==> src/fit_policy_block_allocator_defines.svh <==
// Assertion macros for the fit-policy block allocator.
`ifndef FIT_POLICY_BLOCK_ALLOCATOR_DEFINES_SVH
`define FIT_POLICY_BLOCK_ALLOCATOR_DEFINES_SVH

`ifndef SYNTH

`define FPBA_ASSERT_IMP(lbl, clk, rst_n, ante, cons, msg) \
    lbl: assert property (@(posedge clk) disable iff (!rst_n) (ante) |-> (cons)) \
        else $error(msg);

`define FPBA_ASSERT_NXT(lbl, clk, rst_n, ante, cons, msg) \
    lbl: assert property (@(posedge clk) disable iff (!rst_n) (ante) |=> (cons)) \
        else $error(msg);

`else

`define FPBA_ASSERT_IMP(lbl, clk, rst_n, ante, cons, msg)

`define FPBA_ASSERT_NXT(lbl, clk, rst_n, ante, cons, msg)

`endif

`endif

==> src/fpba_pkg.sv <==
// Shared constants of the fit-policy block allocator.
`default_nettype none

package fpba_pkg;

    localparam int OP_W       = 1;
    localparam int SLOT_W     = 3;
    localparam int AMOUNT_W   = 16;
    localparam int MODE_W     = 2;
    localparam int COUNT_W    = 4;
    localparam int CFG_IDX_W  = 1;
    localparam int CFG_DATA_W = 4;

    localparam logic [OP_W-1:0] OP_LOAD = 1'b0;
    localparam logic [OP_W-1:0] OP_REQ  = 1'b1;

    localparam logic [MODE_W-1:0] MODE_FIRST = 2'd0;
    localparam logic [MODE_W-1:0] MODE_BEST  = 2'd1;
    localparam logic [MODE_W-1:0] MODE_WORST = 2'd2;

    localparam logic [CFG_IDX_W-1:0] CFG_FIT_MODE    = 1'b0;
    localparam logic [CFG_IDX_W-1:0] CFG_BLOCK_COUNT = 1'b1;

    localparam logic [MODE_W-1:0]  MODE_RST  = MODE_FIRST;
    localparam logic [COUNT_W-1:0] COUNT_RST = 4'd8;

endpackage

`default_nettype wire

==> src/fpba_ram.sv <==
// Generic single-write, single-read RAM with registered read data.
`default_nettype none

module fpba_ram #(
    parameter int WIDTH = 16,
    parameter int DEPTH = 8
) (
    input  wire logic                     i_clk,
    input  wire logic                     i_we,
    input  wire logic [$clog2(DEPTH)-1:0] i_waddr,
    input  wire logic [WIDTH-1:0]         i_wdata,
    input  wire logic                     i_re,
    input  wire logic [$clog2(DEPTH)-1:0] i_raddr,
    output logic      [WIDTH-1:0]         o_rdata
);

    logic [WIDTH-1:0] r_mem [DEPTH];
    logic [WIDTH-1:0] r_rdata;

    always_ff @(posedge i_clk) begin
        if (i_we) begin
            r_mem[i_waddr] <= i_wdata;
        end
        if (i_re) begin
            r_rdata <= r_mem[i_raddr];
        end
    end

    assign o_rdata = r_rdata;

endmodule

`default_nettype wire

==> src/fit_policy_block_allocator.sv <==
// Top level of the fit-policy block allocator: sequencer, compare unit and size table.
//
// Channel   Direction  Handshake                  Payload
// command   in         start & !busy              i_op, i_slot, i_amount
// result    out        o_done, one-cycle strobe   o_fit_found, o_chosen_slot, o_left_over
// config    in         i_cfg_valid & o_cfg_ready  i_cfg_index, i_cfg_data
//
// A load leaves busy low; its result strobes the next cycle.
// A request holds busy high for one table RAM read and one compare per in-use block,
// then a drain step and a write-back step that stores the chosen block's left-over
// size.
// Reset is synchronous: it clears the entry valid bits (table reads as zero) and
// sets fit_mode to first fit and block_count to 8.
// The result cannot be stalled; config is always ready.
`default_nettype none
`include "fit_policy_block_allocator_defines.svh"

module fit_policy_block_allocator #(
    parameter int NUM_BLOCKS = 8,
    parameter int SIZE_BITS  = 16
) (
    input  wire logic                             i_clk,
    input  wire logic                             i_rst_n,
    input  wire logic                             start,
    output logic                                  busy,
    input  wire logic [fpba_pkg::OP_W-1:0]        i_op,
    input  wire logic [fpba_pkg::SLOT_W-1:0]      i_slot,
    input  wire logic [fpba_pkg::AMOUNT_W-1:0]    i_amount,
    output logic                                  o_done,
    output logic                                  o_fit_found,
    output logic      [fpba_pkg::SLOT_W-1:0]      o_chosen_slot,
    output logic      [fpba_pkg::AMOUNT_W-1:0]    o_left_over,
    input  wire logic                             i_cfg_valid,
    output logic                                  o_cfg_ready,
    input  wire logic [fpba_pkg::CFG_IDX_W-1:0]   i_cfg_index,
    input  wire logic [fpba_pkg::CFG_DATA_W-1:0]  i_cfg_data
);

    localparam int IW    = $clog2(NUM_BLOCKS);
    localparam int CNT_W = $clog2(NUM_BLOCKS + 1);
    localparam int SW    = fpba_pkg::SLOT_W;
    localparam int AW    = fpba_pkg::AMOUNT_W;

    localparam logic [1:0] S_IDLE = 2'd0;
    localparam logic [1:0] S_SCAN = 2'd1;
    localparam logic [1:0] S_WB   = 2'd2;

    logic [1:0]                    r_state;
    logic [1:0]                    n_state;
    logic [fpba_pkg::MODE_W-1:0]   r_mode;
    logic [fpba_pkg::COUNT_W-1:0]  r_count;
    logic [NUM_BLOCKS-1:0]         r_vld;
    logic [CNT_W-1:0]              r_idx;
    logic [CNT_W-1:0]              r_used;
    logic                          r_rd_vld;
    logic                          r_rd_vbit;
    logic [IW-1:0]                 r_rd_idx;
    logic                          r_found;
    logic [IW-1:0]                 r_pick;
    logic [SIZE_BITS-1:0]          r_best;
    logic [AW-1:0]                 r_amount;
    logic                          r_done;
    logic                          r_fit_found;
    logic [SW-1:0]                 r_chosen;
    logic [AW-1:0]                 r_left;

    logic                          accept;
    logic                          load_acc;
    logic                          req_acc;
    logic [IW+SW-1:0]              slot_ext;
    logic                          slot_ok;
    logic [IW-1:0]                 load_addr;
    logic [SIZE_BITS+AW-1:0]       load_ext;
    logic [SIZE_BITS-1:0]          load_size;
    logic [SIZE_BITS+AW-1:0]       load_wide;
    logic [CNT_W-1:0]              used_sat;
    logic                          issue;
    logic [SIZE_BITS-1:0]          ram_rdata;
    logic [SIZE_BITS-1:0]          cur_size;
    logic [SIZE_BITS+AW-1:0]       size_wide;
    logic [SIZE_BITS+AW-1:0]       amt_wide;
    logic [SIZE_BITS-1:0]          amt_trunc;
    logic                          fits;
    logic [SIZE_BITS-1:0]          rem;
    logic                          better;
    logic                          take;
    logic                          ram_we;
    logic [IW-1:0]                 ram_waddr;
    logic [SIZE_BITS-1:0]          ram_wdata;
    logic [IW+SW-1:0]              pick_ext;
    logic [SIZE_BITS+AW-1:0]       best_wide;

    assign busy        = (r_state != S_IDLE);
    assign accept      = start & ~busy;
    assign load_acc    = accept & (i_op == fpba_pkg::OP_LOAD);
    assign req_acc     = accept & (i_op == fpba_pkg::OP_REQ);
    assign o_cfg_ready = 1'b1;

    // load path
    assign slot_ext  = {{IW{1'b0}}, i_slot};
    assign slot_ok   = (32'(i_slot) < NUM_BLOCKS);
    assign load_addr = slot_ext[IW-1:0];
    assign load_ext  = {{SIZE_BITS{1'b0}}, i_amount};
    assign load_size = load_ext[SIZE_BITS-1:0];
    assign load_wide = {{AW{1'b0}}, load_size};

    assign used_sat = (32'(r_count) > NUM_BLOCKS) ? CNT_W'(NUM_BLOCKS) : CNT_W'(r_count);

    // scan and shared compare unit
    assign issue     = (r_state == S_SCAN) && (r_idx < r_used);
    assign cur_size  = r_rd_vbit ? ram_rdata : '0;
    assign size_wide = {{AW{1'b0}}, cur_size};
    assign amt_wide  = {{SIZE_BITS{1'b0}}, r_amount};
    assign amt_trunc = amt_wide[SIZE_BITS-1:0];
    assign fits      = (size_wide >= amt_wide);
    assign rem       = cur_size - amt_trunc;
    assign better    = !r_found
                     || ((r_mode == fpba_pkg::MODE_BEST)  && (rem < r_best))
                     || ((r_mode == fpba_pkg::MODE_WORST) && (rem > r_best));
    assign take      = r_rd_vld && fits && better;

    assign pick_ext  = {{SW{1'b0}}, r_pick};
    assign best_wide = {{AW{1'b0}}, r_best};

    assign ram_we    = (load_acc && slot_ok) || ((r_state == S_WB) && r_found);
    assign ram_waddr = (r_state == S_WB) ? r_pick : load_addr;
    assign ram_wdata = (r_state == S_WB) ? r_best : load_size;

    fpba_ram #(
        .WIDTH (SIZE_BITS),
        .DEPTH (NUM_BLOCKS)
    ) u_table (
        .i_clk   (i_clk),
        .i_we    (ram_we),
        .i_waddr (ram_waddr),
        .i_wdata (ram_wdata),
        .i_re    (issue),
        .i_raddr (r_idx[IW-1:0]),
        .o_rdata (ram_rdata)
    );

    always_comb begin
        n_state = r_state;
        case (r_state)
            S_IDLE: begin
                if (req_acc) begin
                    n_state = S_SCAN;
                end
            end
            S_SCAN: begin
                if (!issue && !r_rd_vld) begin
                    n_state = S_WB;
                end
            end
            S_WB: begin
                n_state = S_IDLE;
            end
            default: begin
                n_state = S_IDLE;
            end
        endcase
    end

    always_ff @(posedge i_clk) begin
        if (!i_rst_n) begin
            r_state  <= S_IDLE;
            r_mode   <= fpba_pkg::MODE_RST;
            r_count  <= fpba_pkg::COUNT_RST;
            r_vld    <= '0;
            r_rd_vld <= 1'b0;
            r_found  <= 1'b0;
            r_done   <= 1'b0;
        end else begin
            r_state  <= n_state;
            r_rd_vld <= issue;
            r_done   <= load_acc || (r_state == S_WB);
            if (ram_we) begin
                r_vld[ram_waddr] <= 1'b1;
            end
            if (req_acc) begin
                r_found <= 1'b0;
            end else if (take) begin
                r_found <= 1'b1;
            end
            if (i_cfg_valid) begin
                case (i_cfg_index)
                    fpba_pkg::CFG_FIT_MODE:    r_mode  <= i_cfg_data[fpba_pkg::MODE_W-1:0];
                    fpba_pkg::CFG_BLOCK_COUNT: r_count <= i_cfg_data;
                    default: begin
                    end
                endcase
            end
        end
    end

    always_ff @(posedge i_clk) begin
        if (req_acc) begin
            r_idx    <= '0;
            r_used   <= used_sat;
            r_amount <= i_amount;
        end else if (issue) begin
            r_idx <= r_idx + CNT_W'(1);
        end
        r_rd_idx  <= r_idx[IW-1:0];
        r_rd_vbit <= issue ? r_vld[r_idx[IW-1:0]] : 1'b0;
        if (take) begin
            r_pick <= r_rd_idx;
            r_best <= rem;
        end
        if (load_acc) begin
            r_fit_found <= 1'b0;
            r_chosen    <= i_slot;
            r_left      <= slot_ok ? load_wide[AW-1:0] : '0;
        end else if (r_state == S_WB) begin
            r_fit_found <= r_found;
            r_chosen    <= r_found ? pick_ext[SW-1:0] : '0;
            r_left      <= r_found ? best_wide[AW-1:0] : '0;
        end
    end

    assign o_done        = r_done;
    assign o_fit_found   = r_fit_found;
    assign o_chosen_slot = r_chosen;
    assign o_left_over   = r_left;

    `FPBA_ASSERT_NXT(a_load_one_cycle, i_clk, i_rst_n, load_acc, o_done && !busy,
                     "load result missing")
    `FPBA_ASSERT_NXT(a_req_goes_busy, i_clk, i_rst_n, req_acc, busy,
                     "request did not start scan")
    `FPBA_ASSERT_IMP(a_result_on_exit, i_clk, i_rst_n, $fell(busy) && $past(i_rst_n),
                     o_done, "request ended without result")
    `FPBA_ASSERT_IMP(a_pick_in_use, i_clk, i_rst_n, (r_state == S_WB) && r_found,
                     32'(r_pick) < 32'(r_used), "pick outside blocks in use")

endmodule

`default_nettype wire

==> config.mk <==
export PLATFORM = sky130hd
export DESIGN_NAME = fit_policy_block_allocator
export DESIGN_NICKNAME = d
export VERILOG_FILES = /design/src/fpba_pkg.sv /design/src/fpba_ram.sv /design/src/fit_policy_block_allocator.sv
export VERILOG_INCLUDE_DIRS = /design/src /design/src/src
export SDC_FILE = /design/constraint.sdc
export NUM_CORES = 1
export LEC_CHECK = 0
export CAP_MARGIN = 20
export CORE_MARGIN = 3
export CORE_UTILIZATION = 35
export DETAILED_ROUTE_END_ITERATION = 7
export DONT_BUFFER_PORTS = 1
export GPL_TIMING_DRIVEN = 0
export PLACE_DENSITY_LB_ADDON = 0.08
export SLEW_MARGIN = 20
export SYNTH_ARGS = -nofsm -noshare
export SYNTH_HDL_FRONTEND = slang
export SYNTH_HIERARCHICAL = 1
export SYNTH_SLANG_ARGS = --single-unit
==> constraint.sdc <==
create_clock -name i_clk -period 14.85 [get_ports i_clk]
set_clock_uncertainty 0.2 [all_clocks]
set_input_delay 1.485 -clock i_clk [delete_from_list [all_inputs] [get_ports i_clk]]
set_output_delay 1.485 -clock i_clk [all_outputs]
set_load 0.01 [all_outputs]
==> impl_metrics.py <==
metrics = {
    "outcome": {
        "status": "completed",
    },
    "sta": {
        "fmax_ghz": 0.179,
        "grt_setup_unrepaired": "no",
        "fin_setup_tns_ps": 0,
        "worst_pin_slew_ps": 1030,
        "hold_violations": 0,
        "period_needed_ps": 5570,
        "slew_headroom_pct": 29.4,
        "drv_slew": 0,
        "setup_violations": 0,
        "period_share_pct": 37.5,
    },
    "worst_setup_path": {
        "path_depth": 18,
        "setup.worst_path.end_class": "flop",
        "slowest_delay_ps": 870,
        "path_delay_family": "compound AO/OA/AOI/OAI gates",
        "worstPathArrival_ps": 5600,
        "cp.buffers_inverters": 2,
        "crit_slowest_cell": "a2111oi_0",
        "crit_start": "r_rd_vbit",
        "r2r_start": "r_rd_vbit",
        "crit_chain": "clkbuf_1, nand2_1, ha_1, fa_1, nor2b_1, o21bai_1, a21oi_1, o21bai_1, a21oi_1, xor2_1, ha_1, a21oi_1, nand2_1, a21o_1, a2111oi_0, nand3b_1, a31oi_4, buf_16",
        "r2r_cells": 18,
        "path_common_cell": "a21oi_1",
        "required_ps": 14880,
        "cp_max_fo": 15,
        "critPathKind": "flop to flop",
        "crit_path_start_kind": "flop",
    },
    "placed_design": {
        "io_buffer_count": 0,
        "numPlacedInstances": 1071,
        "place.gp.congestion": 0.800,
        "hpwlAfterDp_um": 16800,
    },
    "global_routing": {
        "grtUsageMet1_pct": 20.5,
        "met2_usage_pct": 24.5,
        "grt_usage_pct": 14.9,
        "grtUsageMet3_pct": 2.49,
        "grt_max_degree": 25,
        "grt_pass1_wl_um": 34800,
        "gr-max-usage-layer": "met2",
        "grt_pass1_vias": 5667,
        "grt_overflow": 0,
        "antenna_found_initial": 0,
    },
    "logic_synthesis": {
        "synthTopCellsByArea": "edfxtp_1 60%, mux4_1 7.7%, dfxtp_1 5.5%",
        "ys_seq_elements": 230,
        "ys_warn_count": 6,
        "synth_top_area_cell": "edfxtp_1",
        "async_flop_share_pct": 0,
        "yosysMostFrequentCell": "edfxtp_1",
        "synthFlopType": "edfxtp_1",
        "syn-num-nets": 750,
        "synth_area_per_cell_um2": 14.9,
        "synth_edf_count": 202,
        "yosys.area.top_type_share_pct": 59.6,
        "synth_cells": 683,
        "synth_common_cells": "202 x edfxtp_1, 71 x nand2_1, 44 x inv_1, 37 x ha_1, 30 x mux4_1",
        "ys_seq_area_share_pct": 65.1,
        "netlist-cell-type-count": 56,
        "synth_area_mm2": 0.0102,
    },
    "clock_tree": {
        "clock-sinks": 230,
        "clkTransAtPathRegs_ps": 60,
        "insertion_delay_ps": 540,
        "root_buffer": "clkbuf_16",
        "cts_made_buffers": 26,
        "cts_tree": "done",
        "cts_resized": 0,
        "post_cts_buffers": 0,
        "cts_hold_buf": 0,
        "h-tree-depth": 1,
        "clk_path_buf_depth": 3,
    },
    "drt": {
        "wirelength_um": 23100,
        "route.detailed.drc": 0,
        "drt-initial-drc-count": 285,
        "postRouteAntennaNets": 0,
        "first_pass_iters": 5,
        "vias_per_cell": 5.02,
        "drt-wirelength-per-cell_um": 20.7,
        "vias": 5619,
    },
    "die": {
        "start_util_pct": 36.0,
        "coreArea_mm2": 0.0282,
        "die_h_um": 177,
        "die_area_mm2": 0.0312,
        "io_pins": 52,
        "die_w_um": 177,
        "rows": 61,
    },
    "min_path": {
        "hold_path.class": "flop to flop",
        "min_from": "r_rd_idx[2]",
        "hold_depth": 0,
    },
    "power_and_ir_drop": {
        "powerDensity_mw_per_mm2": 138,
        "vdd_drop_max_uv": 76.1,
        "p_leak_nw": 4.22,
    },
    "finish": {
        "drive_above_1_share_pct": 12.7,
        "antenna-diode-count": 0,
        "fin_nets": 789,
        "syn2layout_area_growth_pct": 14.7,
        "stdcell_count": 1120,
    },
    "flow_run": {
        "maxCapViolCount": 0,
    },
}
## cells by family (layout without fill, tap and decap cells)
group	count (synthesis)	count (layout)	share of synthesized area, %
xor+xnor	13	13	1.12
compound gates	105	105	6.83
other cells	1	1	0.0368
fa+ha+maj	38	38	4.74
buf+inv	68	127	2.88
mux	58	58	11.2
flops	230	230	65.1
simple gates	170	170	8.10
## cells in the final DEF (no fill, tap or decap), drive strengths merged, types with 2 or more instances in the layout
cell | synthesis | final
mux2 | 16 | 16
nand2b | 11 | 11
clkbuf | 12 | 40
nand2 | 71 | 71
bufinv | 0 | 2
xnor2 | 10 | 10
a21oi | 20 | 20
nand3b | 2 | 2
dfxtp | 28 | 28
edfxtp | 202 | 202
o311ai | 2 | 2
o21bai | 2 | 2
and2 | 15 | 15
nor2 | 22 | 22
clkinvlp | 0 | 5
xor2 | 3 | 3
mux4 | 34 | 34
o31ai | 16 | 16
o21ai | 26 | 26
nand4 | 5 | 5
a21boi | 5 | 5
a21o | 12 | 12
a211oi | 4 | 4
or3 | 2 | 2
inv | 44 | 44
mux2i | 8 | 8
buf | 11 | 22
nor2b | 14 | 14
nor3 | 9 | 9
ha | 37 | 37
o211ai | 2 | 2
clkinv | 1 | 14
a31oi | 4 | 4
o21a | 8 | 8
nor4b | 2 | 2
nand3 | 11 | 11
## flip-flops by register name, indices dropped and copies added, names as in the netlist, 4 cells and up
signal	count
r_best	16
r_count	4
u_table/o_rdata	16
o_left_over	16
amt_trunc	16
r_idx	4
u_table/r_mem	128
r_vld	8
r_used	4
## metrics by stage
| stage | instance area (um^2) | total power [mW] | setup slack, ps | hold WS (ps) | utilization [%] |
|---|---|---|---|---|---|
| floorplan | 10200 | 0.944 | 9990 | 186 | - |
| global placement | 10700 | 1.01 | 7940 | 188 | 37.7 |
| detailed placement | 10800 | 1.02 | 9150 | 192 | 38.4 |
| CTS | 11700 | 1.64 | 9140 | 211 | 41.3 |
| global route | 11700 | 1.68 | 8850 | 221 | 41.3 |
| finish | 11700 | 1.61 | 9280 | 211 | 41.3 |
## where the power goes
part	internal [mW]	switching, mW	total [mW]
Clock	0.356	0.257	0.614
Sequential	0.747	0.0188	0.766
Combinational	0.112	0.122	0.234
Total	1.22	0.398	1.61
## final timing paths
kind               endpoint  slack (ps)
hold reg to reg   r_pick[2]         210
setup / recovery  r_best[1]        9280
hold / removal    r_pick[2]         210
setup reg to reg  r_best[1]        9280
## area by class of cell
cell class,count,area [um^2]
clock buffer,28,658
clock inverter,20,171
timing repair buffer,11,144
buffer,23,124
sequential,230,6630
inverter,45,169
fill,2604,16600
tap,378,473
multi-input combinational,385,3310
## routing by layer
metal / wire (um) / up-vias
met2: 11100 / 101
met4: 533 / 0
met5: 0 / -
met3: 873 / 32
li1: - / 2679
met1: 10700 / 2807
No activity file was read; power rests on OpenSTA's default activity.
